## src/hw/rtl/fkprs_pkg.sv

```systemverilog
// shared types and constants for the four-key press and repeat scanner
package fkprs_pkg;

  localparam int TIME_BITS = 32;
  localparam int NOW_BITS  = 32;
  localparam int CFG_BITS  = 16;
  localparam int IDX_BITS  = 2;
  localparam int EV_BITS   = 3;

  typedef logic [TIME_BITS-1:0] time_t;
  typedef logic [CFG_BITS-1:0]  cfg_val_t;
  typedef logic [IDX_BITS-1:0]  cfg_idx_t;
  typedef logic [EV_BITS-1:0]   ev_t;

  localparam ev_t EV_NONE       = 3'd0;
  localparam ev_t EV_ENTER_LONG = 3'd1;
  localparam ev_t EV_ENTER      = 3'd2;
  localparam ev_t EV_BACK       = 3'd3;
  localparam ev_t EV_DOWN       = 3'd4;
  localparam ev_t EV_UP         = 3'd5;

  localparam cfg_idx_t CFG_LONG_PRESS      = 2'd0;
  localparam cfg_idx_t CFG_REPEAT_DELAY    = 2'd1;
  localparam cfg_idx_t CFG_REPEAT_INTERVAL = 2'd2;

  localparam cfg_val_t LONG_PRESS_RST      = 16'd800;
  localparam cfg_val_t REPEAT_DELAY_RST    = 16'd400;
  localparam cfg_val_t REPEAT_INTERVAL_RST = 16'd100;

  typedef struct packed {
    logic [NOW_BITS-1:0] now_ms;
    logic                enter_level;
    logic                enter_confirm;
    logic                back_level;
    logic                back_confirm;
    logic                down_level;
    logic                down_confirm;
    logic                up_level;
    logic                up_confirm;
  } poll_t;

  typedef struct packed {
    cfg_val_t long_press_ms;
    cfg_val_t repeat_delay_ms;
    cfg_val_t repeat_interval_ms;
  } cfg_t;

  typedef struct packed {
    time_t hold_start_time;
    logic  enter_held;
    logic  back_held;
    logic  down_held;
    logic  up_held;
    time_t down_next_repeat;
    time_t up_next_repeat;
  } scan_state_t;

endpackage

```

## src/hw/rtl/fkprs_in_if.sv

```systemverilog
// poll channel: time and two samples of each key
interface fkprs_in_if;
  import fkprs_pkg::*;
  logic                valid;
  logic                ready;
  logic [NOW_BITS-1:0] now_ms;
  logic                enter_level;
  logic                enter_confirm;
  logic                back_level;
  logic                back_confirm;
  logic                down_level;
  logic                down_confirm;
  logic                up_level;
  logic                up_confirm;

  modport source (
    output valid, now_ms, enter_level, enter_confirm, back_level, back_confirm,
           down_level, down_confirm, up_level, up_confirm,
    input  ready
  );
  modport sink (
    input  valid, now_ms, enter_level, enter_confirm, back_level, back_confirm,
           down_level, down_confirm, up_level, up_confirm,
    output ready
  );
endinterface

```

## src/hw/rtl/fkprs_out_if.sv

```systemverilog
// event channel: one key event per poll
interface fkprs_out_if;
  import fkprs_pkg::*;
  logic valid;
  logic ready;
  ev_t  key_event;

  modport source (output valid, key_event, input ready);
  modport sink (input valid, key_event, output ready);
endinterface

```

## src/hw/rtl/fkprs_cfg_if.sv

```systemverilog
// configuration write channel: register index and data
interface fkprs_cfg_if;
  import fkprs_pkg::*;
  logic     valid;
  logic     ready;
  cfg_idx_t index;
  cfg_val_t data;

  modport source (output valid, index, data, input ready);
  modport sink (input valid, index, data, output ready);
endinterface

```

## src/hw/rtl/four_key_press_repeat_scanner.sv

```systemverilog
// top level of the four-key press and repeat scanner
//
// channel  dir  payload                                    word
// in_ch    in   now_ms, level and confirm of four keys     one poll
// out_ch   out  key_event                                  one event
// cfg_ch   in   index, data                                one register write
//
// a poll is registered on accept, scanned in the next cycle and its event
// lands in the output register; one poll per cycle sustained while out_ch is ready
// key state updates when the event is loaded into the output register
// a stalled output holds the event; the input register still takes one poll
// synchronous active-low reset restores register defaults and clears key state
module four_key_press_repeat_scanner
  import fkprs_pkg::*;
(
  input  logic  clk,
  input  logic  rst_n,
  fkprs_in_if.sink    in_ch,
  fkprs_out_if.source out_ch,
  fkprs_cfg_if.sink   cfg_ch
);

  poll_t       poll_r;
  logic        poll_v_r;
  ev_t         ev_r;
  logic        ev_v_r;
  cfg_t        cfg_r;
  scan_state_t st_r;
  scan_state_t st_nxt;
  ev_t         ev_nxt;
  logic        advance;
  logic        in_take;
  poll_t       poll_in;

  assign advance   = !ev_v_r || out_ch.ready;
  assign in_ch.ready = !poll_v_r || advance;
  assign in_take   = in_ch.valid && in_ch.ready;

  assign poll_in.now_ms        = in_ch.now_ms;
  assign poll_in.enter_level   = in_ch.enter_level;
  assign poll_in.enter_confirm = in_ch.enter_confirm;
  assign poll_in.back_level    = in_ch.back_level;
  assign poll_in.back_confirm  = in_ch.back_confirm;
  assign poll_in.down_level    = in_ch.down_level;
  assign poll_in.down_confirm  = in_ch.down_confirm;
  assign poll_in.up_level      = in_ch.up_level;
  assign poll_in.up_confirm    = in_ch.up_confirm;

  assign cfg_ch.ready     = 1'b1;
  assign out_ch.valid     = ev_v_r;
  assign out_ch.key_event = ev_r;

  fkprs_evt u_evt (
    .poll      (poll_r),
    .cfg       (cfg_r),
    .st        (st_r),
    .st_nxt    (st_nxt),
    .key_event (ev_nxt)
  );

  // input register
  always_ff @(posedge clk) begin
    if (!rst_n) begin
      poll_v_r <= 1'b0;
    end else if (in_ch.ready) begin
      poll_v_r <= in_ch.valid;
    end
    if (in_take) begin
      poll_r <= poll_in;
    end
  end

  // output register and key state
  always_ff @(posedge clk) begin
    if (!rst_n) begin
      ev_v_r <= 1'b0;
      st_r   <= '0;
    end else if (advance) begin
      ev_v_r <= poll_v_r;
      if (poll_v_r) begin
        st_r <= st_nxt;
      end
    end
    if (advance && poll_v_r) begin
      ev_r <= ev_nxt;
    end
  end

  // configuration registers
  always_ff @(posedge clk) begin
    if (!rst_n) begin
      cfg_r.long_press_ms      <= LONG_PRESS_RST;
      cfg_r.repeat_delay_ms    <= REPEAT_DELAY_RST;
      cfg_r.repeat_interval_ms <= REPEAT_INTERVAL_RST;
    end else if (cfg_ch.valid && cfg_ch.ready) begin
      case (cfg_ch.index)
        CFG_LONG_PRESS:      cfg_r.long_press_ms      <= cfg_ch.data;
        CFG_REPEAT_DELAY:    cfg_r.repeat_delay_ms    <= cfg_ch.data;
        CFG_REPEAT_INTERVAL: cfg_r.repeat_interval_ms <= cfg_ch.data;
        default: ;
      endcase
    end
  end

endmodule

```

## src/hw/rtl/fkprs_evt.sv

```systemverilog
// key scan logic: picks the event and next key state for one poll
module fkprs_evt
  import fkprs_pkg::*;
(
  input  poll_t       poll,
  input  cfg_t        cfg,
  input  scan_state_t st,
  output scan_state_t st_nxt,
  output ev_t         key_event
);

  time_t t;
  time_t hold_diff;
  time_t down_diff;
  time_t up_diff;
  time_t delay_t;
  time_t interval_t;

  assign t          = TIME_BITS'(poll.now_ms);
  assign hold_diff  = t - st.hold_start_time;
  assign down_diff  = t - st.down_next_repeat;
  assign up_diff    = t - st.up_next_repeat;
  assign delay_t    = TIME_BITS'(cfg.repeat_delay_ms);
  assign interval_t = TIME_BITS'(cfg.repeat_interval_ms);

  always_comb begin
    st_nxt    = st;
    key_event = EV_NONE;

    if (!poll.enter_level) begin
      if (hold_diff > TIME_BITS'(cfg.long_press_ms)) begin
        st_nxt.hold_start_time = t;
        key_event = EV_ENTER_LONG;
      end
    end else begin
      st_nxt.hold_start_time = t;
    end

    if (key_event == EV_NONE) begin
      if (!poll.enter_level) begin
        if (!poll.enter_confirm && !st.enter_held) begin
          st_nxt.enter_held = 1'b1;
          key_event = EV_ENTER;
        end
      end else begin
        st_nxt.enter_held = 1'b0;
      end
    end

    if (key_event == EV_NONE) begin
      if (!poll.back_level) begin
        if (!poll.back_confirm && !st.back_held) begin
          st_nxt.back_held = 1'b1;
          key_event = EV_BACK;
        end
      end else begin
        st_nxt.back_held = 1'b0;
      end
    end

    if (key_event == EV_NONE) begin
      if (!poll.down_level) begin
        if (!poll.down_confirm) begin
          if (!st.down_held) begin
            st_nxt.down_held        = 1'b1;
            st_nxt.down_next_repeat = t + delay_t;
            key_event = EV_DOWN;
          end else if (!down_diff[TIME_BITS-1]) begin
            st_nxt.down_next_repeat = t + interval_t;
            key_event = EV_DOWN;
          end
        end
      end else begin
        st_nxt.down_held        = 1'b0;
        st_nxt.down_next_repeat = '0;
      end
    end

    if (key_event == EV_NONE) begin
      if (!poll.up_level) begin
        if (!poll.up_confirm) begin
          if (!st.up_held) begin
            st_nxt.up_held        = 1'b1;
            st_nxt.up_next_repeat = t + delay_t;
            key_event = EV_UP;
          end else if (!up_diff[TIME_BITS-1]) begin
            st_nxt.up_next_repeat = t + interval_t;
            key_event = EV_UP;
          end
        end
      end else begin
        st_nxt.up_held        = 1'b0;
        st_nxt.up_next_repeat = '0;
      end
    end
  end

endmodule
```

## src/flat_wrapper.sv

```systemverilog
// flat-port wrapper written by rule: the top's interface ports become plain ports
module four_key_press_repeat_scanner_flat import fkprs_pkg::*;
  (clk, rst_n, in_ch_valid, in_ch_now_ms, in_ch_enter_level, in_ch_enter_confirm, in_ch_back_level, in_ch_back_confirm, in_ch_down_level, in_ch_down_confirm, in_ch_up_level, in_ch_up_confirm, in_ch_ready, out_ch_valid, out_ch_key_event, out_ch_ready, cfg_ch_valid, cfg_ch_index, cfg_ch_data, cfg_ch_ready);
  fkprs_in_if in_ch_i ();
  fkprs_out_if out_ch_i ();
  fkprs_cfg_if cfg_ch_i ();
  input  logic clk;
  input  logic rst_n;
  input wire logic [$bits(in_ch_i.valid)-1:0] in_ch_valid;
  input wire logic [$bits(in_ch_i.now_ms)-1:0] in_ch_now_ms;
  input wire logic [$bits(in_ch_i.enter_level)-1:0] in_ch_enter_level;
  input wire logic [$bits(in_ch_i.enter_confirm)-1:0] in_ch_enter_confirm;
  input wire logic [$bits(in_ch_i.back_level)-1:0] in_ch_back_level;
  input wire logic [$bits(in_ch_i.back_confirm)-1:0] in_ch_back_confirm;
  input wire logic [$bits(in_ch_i.down_level)-1:0] in_ch_down_level;
  input wire logic [$bits(in_ch_i.down_confirm)-1:0] in_ch_down_confirm;
  input wire logic [$bits(in_ch_i.up_level)-1:0] in_ch_up_level;
  input wire logic [$bits(in_ch_i.up_confirm)-1:0] in_ch_up_confirm;
  output wire logic [$bits(in_ch_i.ready)-1:0] in_ch_ready;
  output wire logic [$bits(out_ch_i.valid)-1:0] out_ch_valid;
  output wire logic [$bits(out_ch_i.key_event)-1:0] out_ch_key_event;
  input wire logic [$bits(out_ch_i.ready)-1:0] out_ch_ready;
  input wire logic [$bits(cfg_ch_i.valid)-1:0] cfg_ch_valid;
  input wire logic [$bits(cfg_ch_i.index)-1:0] cfg_ch_index;
  input wire logic [$bits(cfg_ch_i.data)-1:0] cfg_ch_data;
  output wire logic [$bits(cfg_ch_i.ready)-1:0] cfg_ch_ready;
  assign in_ch_i.valid = in_ch_valid;
  assign in_ch_i.now_ms = in_ch_now_ms;
  assign in_ch_i.enter_level = in_ch_enter_level;
  assign in_ch_i.enter_confirm = in_ch_enter_confirm;
  assign in_ch_i.back_level = in_ch_back_level;
  assign in_ch_i.back_confirm = in_ch_back_confirm;
  assign in_ch_i.down_level = in_ch_down_level;
  assign in_ch_i.down_confirm = in_ch_down_confirm;
  assign in_ch_i.up_level = in_ch_up_level;
  assign in_ch_i.up_confirm = in_ch_up_confirm;
  assign in_ch_ready = in_ch_i.ready;
  assign out_ch_valid = out_ch_i.valid;
  assign out_ch_key_event = out_ch_i.key_event;
  assign out_ch_i.ready = out_ch_ready;
  assign cfg_ch_i.valid = cfg_ch_valid;
  assign cfg_ch_i.index = cfg_ch_index;
  assign cfg_ch_i.data = cfg_ch_data;
  assign cfg_ch_ready = cfg_ch_i.ready;
  four_key_press_repeat_scanner u_core (.clk(clk), .rst_n(rst_n), .in_ch(in_ch_i), .out_ch(out_ch_i), .cfg_ch(cfg_ch_i));
endmodule
```

## config.mk

```make
export PLATFORM = sky130hd
export DESIGN_NAME = four_key_press_repeat_scanner_flat
export DESIGN_NICKNAME = d
export VERILOG_FILES = /design/src/hw/rtl/fkprs_pkg.sv /design/src/hw/rtl/fkprs_in_if.sv /design/src/hw/rtl/fkprs_out_if.sv /design/src/hw/rtl/fkprs_cfg_if.sv /design/src/hw/rtl/four_key_press_repeat_scanner.sv /design/src/hw/rtl/fkprs_evt.sv /design/src/flat_wrapper.sv
export SDC_FILE = /design/constraint.sdc
export NUM_CORES = 1
export LEC_CHECK = 0
export BUFFER_PORTS_ARGS = -buffer_cell sky130_fd_sc_hd__buf_2
export CORE_UTILIZATION = 55
export CTS_CLUSTER_SIZE = 12
export DETAILED_ROUTE_END_ITERATION = 7
export PLACE_DENSITY = 0.7
export SYNTH_ARGS = -nofsm -noshare
export SYNTH_HDL_FRONTEND = slang
export SYNTH_SLANG_ARGS = --single-unit
```

## constraint.sdc

```tcl
create_clock -name clk -period 12.9 [get_ports clk]
set_input_delay 1.29 -clock clk [delete_from_list [all_inputs] [get_ports clk]]
set_output_delay 1.29 -clock clk [all_outputs]
set_load 0.1 [all_outputs]
```

Word-level counts from Yosys, hierarchy flattened
Index checks and enable logic that the tools add are counted.
- add/subtract/negate cells: 5
- $lt $le $gt $ge: 1
- equality and inequality tests: 6
- mux-type cells: 36
- reductions and logical operators: 30
- operator list (kind ; number):
    $mux 32 ; 10
    $sub 32x32->32 ; 3
    $add 32x16->32 ; 2
    $mux 3 ; 16
    $gt 32x16->1 ; 1
    $reduce_and 4->1 ; 4
    $logic_not 3->1 ; 4
    $mux 1 ; 10
    $reduce_and 5->1 ; 2
    $logic_not 1->1 ; 6
    $ne 3x2->1 const B ; 2
    $reduce_and 2->1 ; 3
    $reduce_bool 2->1 ; 3
    $logic_and 1x1->1 ; 4
    $ne 2x1->1 const B ; 2
    $reduce_and 3->1 ; 1
    $eq 2x1->1 const B ; 1
    $eq 2x2->1 const B ; 1
    $logic_not 2->1 ; 1
    $logic_or 1x1->1 ; 2
- register bits: 193
- output and inout port bits: 6
- word-level logic and storage cells: 100

Longest topological paths before layout
- depth in word-level cells: 20
- gate-level depth with buffers: 23
- depth with buffers taken out: 21

Modules after synthesis
From an unflattened synthesis, not the netlist that was laid out.
- cell total of the unflattened synthesis: 2035
- area, all modules: 15939.0 um^2
- by module, submodules not included (module ; times used ; cells an instance ; area an instance (um^2)):
    fkprs_evt ; 1 ; 1368 ; 8922.3
    four_key_press_repeat_scanner ; 1 ; 667 ; 7016.7

Worst setup path before layout
No wires, ideal clock.
- path kind: reg-to-reg
- start point: register u_core.poll_r[13] (netlist bit)
- end point: register u_core.st_r[39] (netlist bit)
- arrival: 4721 ps
- required time: 12828 ps
- setup slack: 8107 ps
- stages on the path, launching flop included: 20
- path buffers: 2
- cell sequence: edfxtp_1 ha_1 a21o_1 or3_1 o22ai_2 nor2_1 or3_1 a21o_1 xor2_1 ha_1 nand3_1 or4_1 o22a_1 nor4_1 and4_1 a41oi_1 buf_2 a211oi_4 buf_6 mux2i_1
- word-level cells in the longest chain between the ends: 12
- elaborated cells between the ends (all ways): 22
- ends and longest elaborated chain (element ; RTL line ; source):
    from (decl) ; four_key_press_repeat_scanner.sv:23 ; poll_t poll_r;
    from (signal assigned) ; four_key_press_repeat_scanner.sv:69 ; poll_r <= poll_in;
    $sub 32x32->32 ; fkprs_evt.sv:20 ; assign hold_diff = t - st.hold_start_time;
    $gt 32x16->1 ; fkprs_evt.sv:31 ; if (hold_diff > TIME_BITS'(cfg.long_press_ms)) begin
    $mux 1 ; fkprs_evt.sv:31 ;
    $mux 1 ; fkprs_evt.sv:30 ; if (!poll.enter_level) begin
    $mux 3 ; fkprs_evt.sv:41 ; if (!poll.enter_confirm && !st.enter_held) begin
    $mux 3 ; fkprs_evt.sv:40 ; if (!poll.enter_level) begin
    $mux 3 ; fkprs_evt.sv:39 ; if (key_event == EV_NONE) begin
    $mux 3 ; fkprs_evt.sv:52 ; if (!poll.back_confirm && !st.back_held) begin
    $mux 3 ; fkprs_evt.sv:51 ; if (!poll.back_level) begin
    $mux 3 ; fkprs_evt.sv:50 ; if (key_event == EV_NONE) begin
    $logic_not 3->1 ; fkprs_evt.sv:61 ; if (key_event == EV_NONE) begin
    $reduce_and 5->1 (no source line) ; -- ;
    to (signal assigned) ; four_key_press_repeat_scanner.sv:81 ; st_r <= st_nxt;
    to (decl) ; four_key_press_repeat_scanner.sv:28 ; scan_state_t st_r;
Parallel ways exist; a longest one is shown, timed or not. The select of a mux whose other input is x is not followed.
A chain may end at the register's enable or synchronous reset.

Final worst setup path
- start point: register u_core.poll_r[13] (netlist bit)
- end point: register u_core.st_r[21] (netlist bit)
- word-level cells in the longest chain between the ends: 17
- elaborated cells between the ends (all ways): 29
- ends and longest elaborated chain (element ; RTL line ; source):
    $sub 32x32->32 ; fkprs_evt.sv:20 ;
    $gt 32x16->1 ; fkprs_evt.sv:31 ;
    $mux 1 ; fkprs_evt.sv:31 ;
    $mux 1 ; fkprs_evt.sv:30 ;
    $mux 3 ; fkprs_evt.sv:41 ;
    $mux 3 ; fkprs_evt.sv:40 ;
    $mux 3 ; fkprs_evt.sv:39 ;
    $mux 3 ; fkprs_evt.sv:52 ;
    $mux 3 ; fkprs_evt.sv:51 ;
    $mux 3 ; fkprs_evt.sv:50 ;
    $mux 3 ; fkprs_evt.sv:68 ; end else if (!down_diff[TIME_BITS-1]) begin
    $mux 3 ; fkprs_evt.sv:64 ; if (!st.down_held) begin
    $mux 3 ; fkprs_evt.sv:63 ; if (!poll.down_confirm) begin
    $mux 3 ; fkprs_evt.sv:62 ; if (!poll.down_level) begin
    $mux 3 ; fkprs_evt.sv:61 ;
    $logic_not 3->1 ; fkprs_evt.sv:79 ; if (key_event == EV_NONE) begin
    $reduce_and 5->1 (no source line) ; -- ;
Parallel ways exist; a longest one is shown, timed or not. The select of a mux whose other input is x is not followed.

==> results.toml <==
[run_status]
status = "finished, final reports clean"

[floorplanning]
core_um2 = 24390
dieHeight_um = 160.0
die_width_um = 160.0
ios = 69
rows = 57
dieArea_um2 = 25610
start_util_pct = 56.31

[sta]
finalSetupViolCount = 0
tightest_slew_ns = 1.290
period_needed_ns = 6.633
timing.final.crit_share_pct = 51.42
slew_viol_final = 0
worst_slack_ns = 6.267
fmax_mhz = 150.8
fin_skew_ns = 0.02542
relSlewSlack_pct = 12.85
rsz0062_at_grt = "false"
hold_viol = 0
tns_ns = 0
hold-worst-slack_ns = 0.4581

[place]
portBuffers = 67
gp_congestion = 0.9648
post_dp_cell_area_um2 = 14170
hpwlAfterDp_um = 27130
post-place-ws_ns = 6.414
dp.cells = 1983

[power]
power_mw = 1.539
ir_drop_mv = 0.09130
power_density_nw_per_um2 = 104.5
p_leak_nw = 5.819

[worst_setup_path]
critPathMaxFanout = 32
worstSetupEndpointType = "flop"
rr_endpoint = "u_core.st_r[21]$_SDFFE_PN0P_"
r2r_cells = 19
critical_path_class = "reg -> reg"
required_ns = 13.26
worstPathArrival_ns = 7.00
critical_path.endpoint = "u_core.st_r[21]$_SDFFE_PN0P_"
worstSetupStartpoint = "u_core.poll_r[13]$_DFFE_PP_"
rr_startpoint = "u_core.poll_r[13]$_DFFE_PP_"
r2r_slack_ns = 6.27
worst_setup_path_start_kind = "flop"

[finish]
final_cell_mix = "342 x nand2_1, 150 x dfxtp_1, 139 x ha_1"
design_area_um2 = 14720
utilization_pct = 60.36
final_cells = 2015
fill_cells = 2162
syn_to_final_growth_pct = 7.187
layout_commonest_cell = "nand2_1"
layout-drive-gt1-share_pct = 8.811
fin_nets = 1883
diodes = 0

[global_route]
gr-usage-met2_pct = 44.98
grt_pass1_vias = 11130
gr-usage-met3_pct = 3.455
grt_pass1_wl_um = 58570
use_met1_pct = 42.20
grt.busiest_layer = "met2"
grt_overflow = 0
grt_max_degree = 74
antenna_found_initial = 0
groute.usage.overall_pct = 28.80

[min_path]
worst_hold_path_type = "reg -> reg"

[synth]
synthXorXnorAreaFrac_pct = 4.846
synth_nets = 1868
ys_async_sr_fraction_pct = 0
postSynthAreaPerCell_um2 = 8.260
synth_mux_area_share_pct = 7.196
synth_compound_gate_area_share_pct = 17.88
yosysSeqAreaShare_pct = 31.26
post_synth_num_cell_types = 78
synth-adder-area-share_pct = 13.10
synth_top_family_by_area = "simple AND/OR/NAND/NOR gates"
synthSimpleGateAreaFrac_pct = 19.68
synth_edf_count = 43
synthCells = 1663
ys.flop_type = "dfxtp_1"
synth_area_um2 = 13740
ys_warn_count = 0
ys_ff_latch = 193

[cts]
insertion_delay_ns = 0.45
cts_buffer_depth = 2
cts_sinks = 193
cts_tree = "built"
clk_pin_slew_ns = 0.08
cts_setup_buffers = 0
ctsResizeCount = 0
htree_levels = 4
cts_root_buffer = "clkbuf_16"
cts_buffers = 17
hold_buffers = 0

[detailed_routing]
drtAntennaViolNets = 0
via_per_inst = 5.859
drc = 0
drt-initial-drc-count = 1003
drt-pass1-iter-count = 7
vias = 11810
wl_per_cell_um = 18.07
wl_um = 36420

[run]
maxCapViolations = 0
[per-layer routing]
| layer | vias to the layer above | share of wire, % |
|---|---|---|
| li1 | 5859 | - |
| met1 | 5556 | 48 |
| met2 | 352 | 44 |
| met3 | 38 | 6.1 |
| met4 | 0 | 1.4 |
| met5 | - | 0 |
[how the worst min path moves through the flow]
stage,cells past startpoint,to,from
after floorplan,2,u_core.st_r[33]$_SDFFE_PN0P_,u_core.st_r[33]$_SDFFE_PN0P_
after global placement,2,u_core.st_r[41]$_SDFFE_PN0P_,u_core.st_r[41]$_SDFFE_PN0P_
after detailed placement,2,u_core.st_r[93]$_SDFFE_PN0P_,u_core.st_r[93]$_SDFFE_PN0P_
after CTS,2,u_core.st_r[88]$_SDFFE_PN0P_,u_core.st_r[88]$_SDFFE_PN0P_
after global routing,2,u_core.st_r[38]$_SDFFE_PN0P_,u_core.st_r[38]$_SDFFE_PN0P_
final,2,u_core.st_r[96]$_SDFFE_PN0P_,u_core.st_r[96]$_SDFFE_PN0P_
[Yosys cell counts, drive strengths merged, types with 12 or more instances]
library cell  instances  area [um2]
nor2                 73       274.0
a211oi               21       170.2
nor3                 25       125.1
xor2                 41       359.1
ha                  139        1739
a21o                 44       330.3
mux2                 14       157.6
a21oi                75       375.4
o22ai                15       162.7
edfxtp               43        1291
nand4                28       175.2
xnor2                35       306.5
o21a                 12       90.09
clkbuf               51       191.4
nand2b               15       93.84
nand2               342        1284
o21ai                63       315.3
dfxtp               150        3003
nand3                34       170.2
inv                 121       454.2
a21boi               42       315.3
mux2i                83       830.8
o211ai               16       120.1
or3                  12       75.07
buf                  26       178.9
[final cells by class]
| type | instances | area [um2] | area share (%) |
|---|---|---|---|
| clock buffer | 19 | 442.9 | 3.008 |
| clock inverter | 13 | 113.9 | 0.7733 |
| inverter | 121 | 454.2 | 3.085 |
| multi-input combinational | 1272 | 8630 | 58.61 |
| sequential | 193 | 4294 | 29.17 |
| tap | 324 | 405.4 | 2.753 |
| timing repair buffer | 73 | 382.9 | 2.600 |
[logic make-up (layout without fill, tap and decap cells)]
kind of cell             Yosys count  after routing
AO/OA/AOI/OAI                    355            355
XOR/XNOR                          76             76
adder cells (fa/ha/maj)          142            142
buffers and inverters            198            226
flip-flops                       193            193
multiplexers                      97             97
other                              1              1
AND/OR/NAND/NOR                  601            601
[state kept, by name, indices dropped and copies added (netlist names)]
signal / flops
u_core.poll_r: 40
u_core.out_ch.key_event: 3
u_core.poll_v_r: 1
u_core.cfg_r: 48
u_core.out_ch.valid: 1
u_core.st_r: 100
[power by group]
group	total [mW]	internal (mW)	switching, mW
Sequential	0.670	0.640	0.0294
Combinational	0.343	0.136	0.208
Clock	0.526	0.260	0.266
[worst max-delay path, stage by stage, from the launching register on]
cell and delay, ns:
edfxtp_1 0.53, ha_1 0.39, a21o_1 0.21, or3_1 0.33
o22ai_2 0.31, nor2_1 0.11, or3_1 0.36, a21o_1 0.19
xor2_1 0.14, ha_1 0.31, nand3_1 0.11, or4_1 0.55
a21oi_1 0.14, a211o_1 0.11, o22a_1 0.18, nor4_1 0.06
and4_1 0.19, a41oi_1 1.00, or3b_2 1.04, mux2i_1 0.28
No activity file was read; power rests on OpenSTA's default activity.
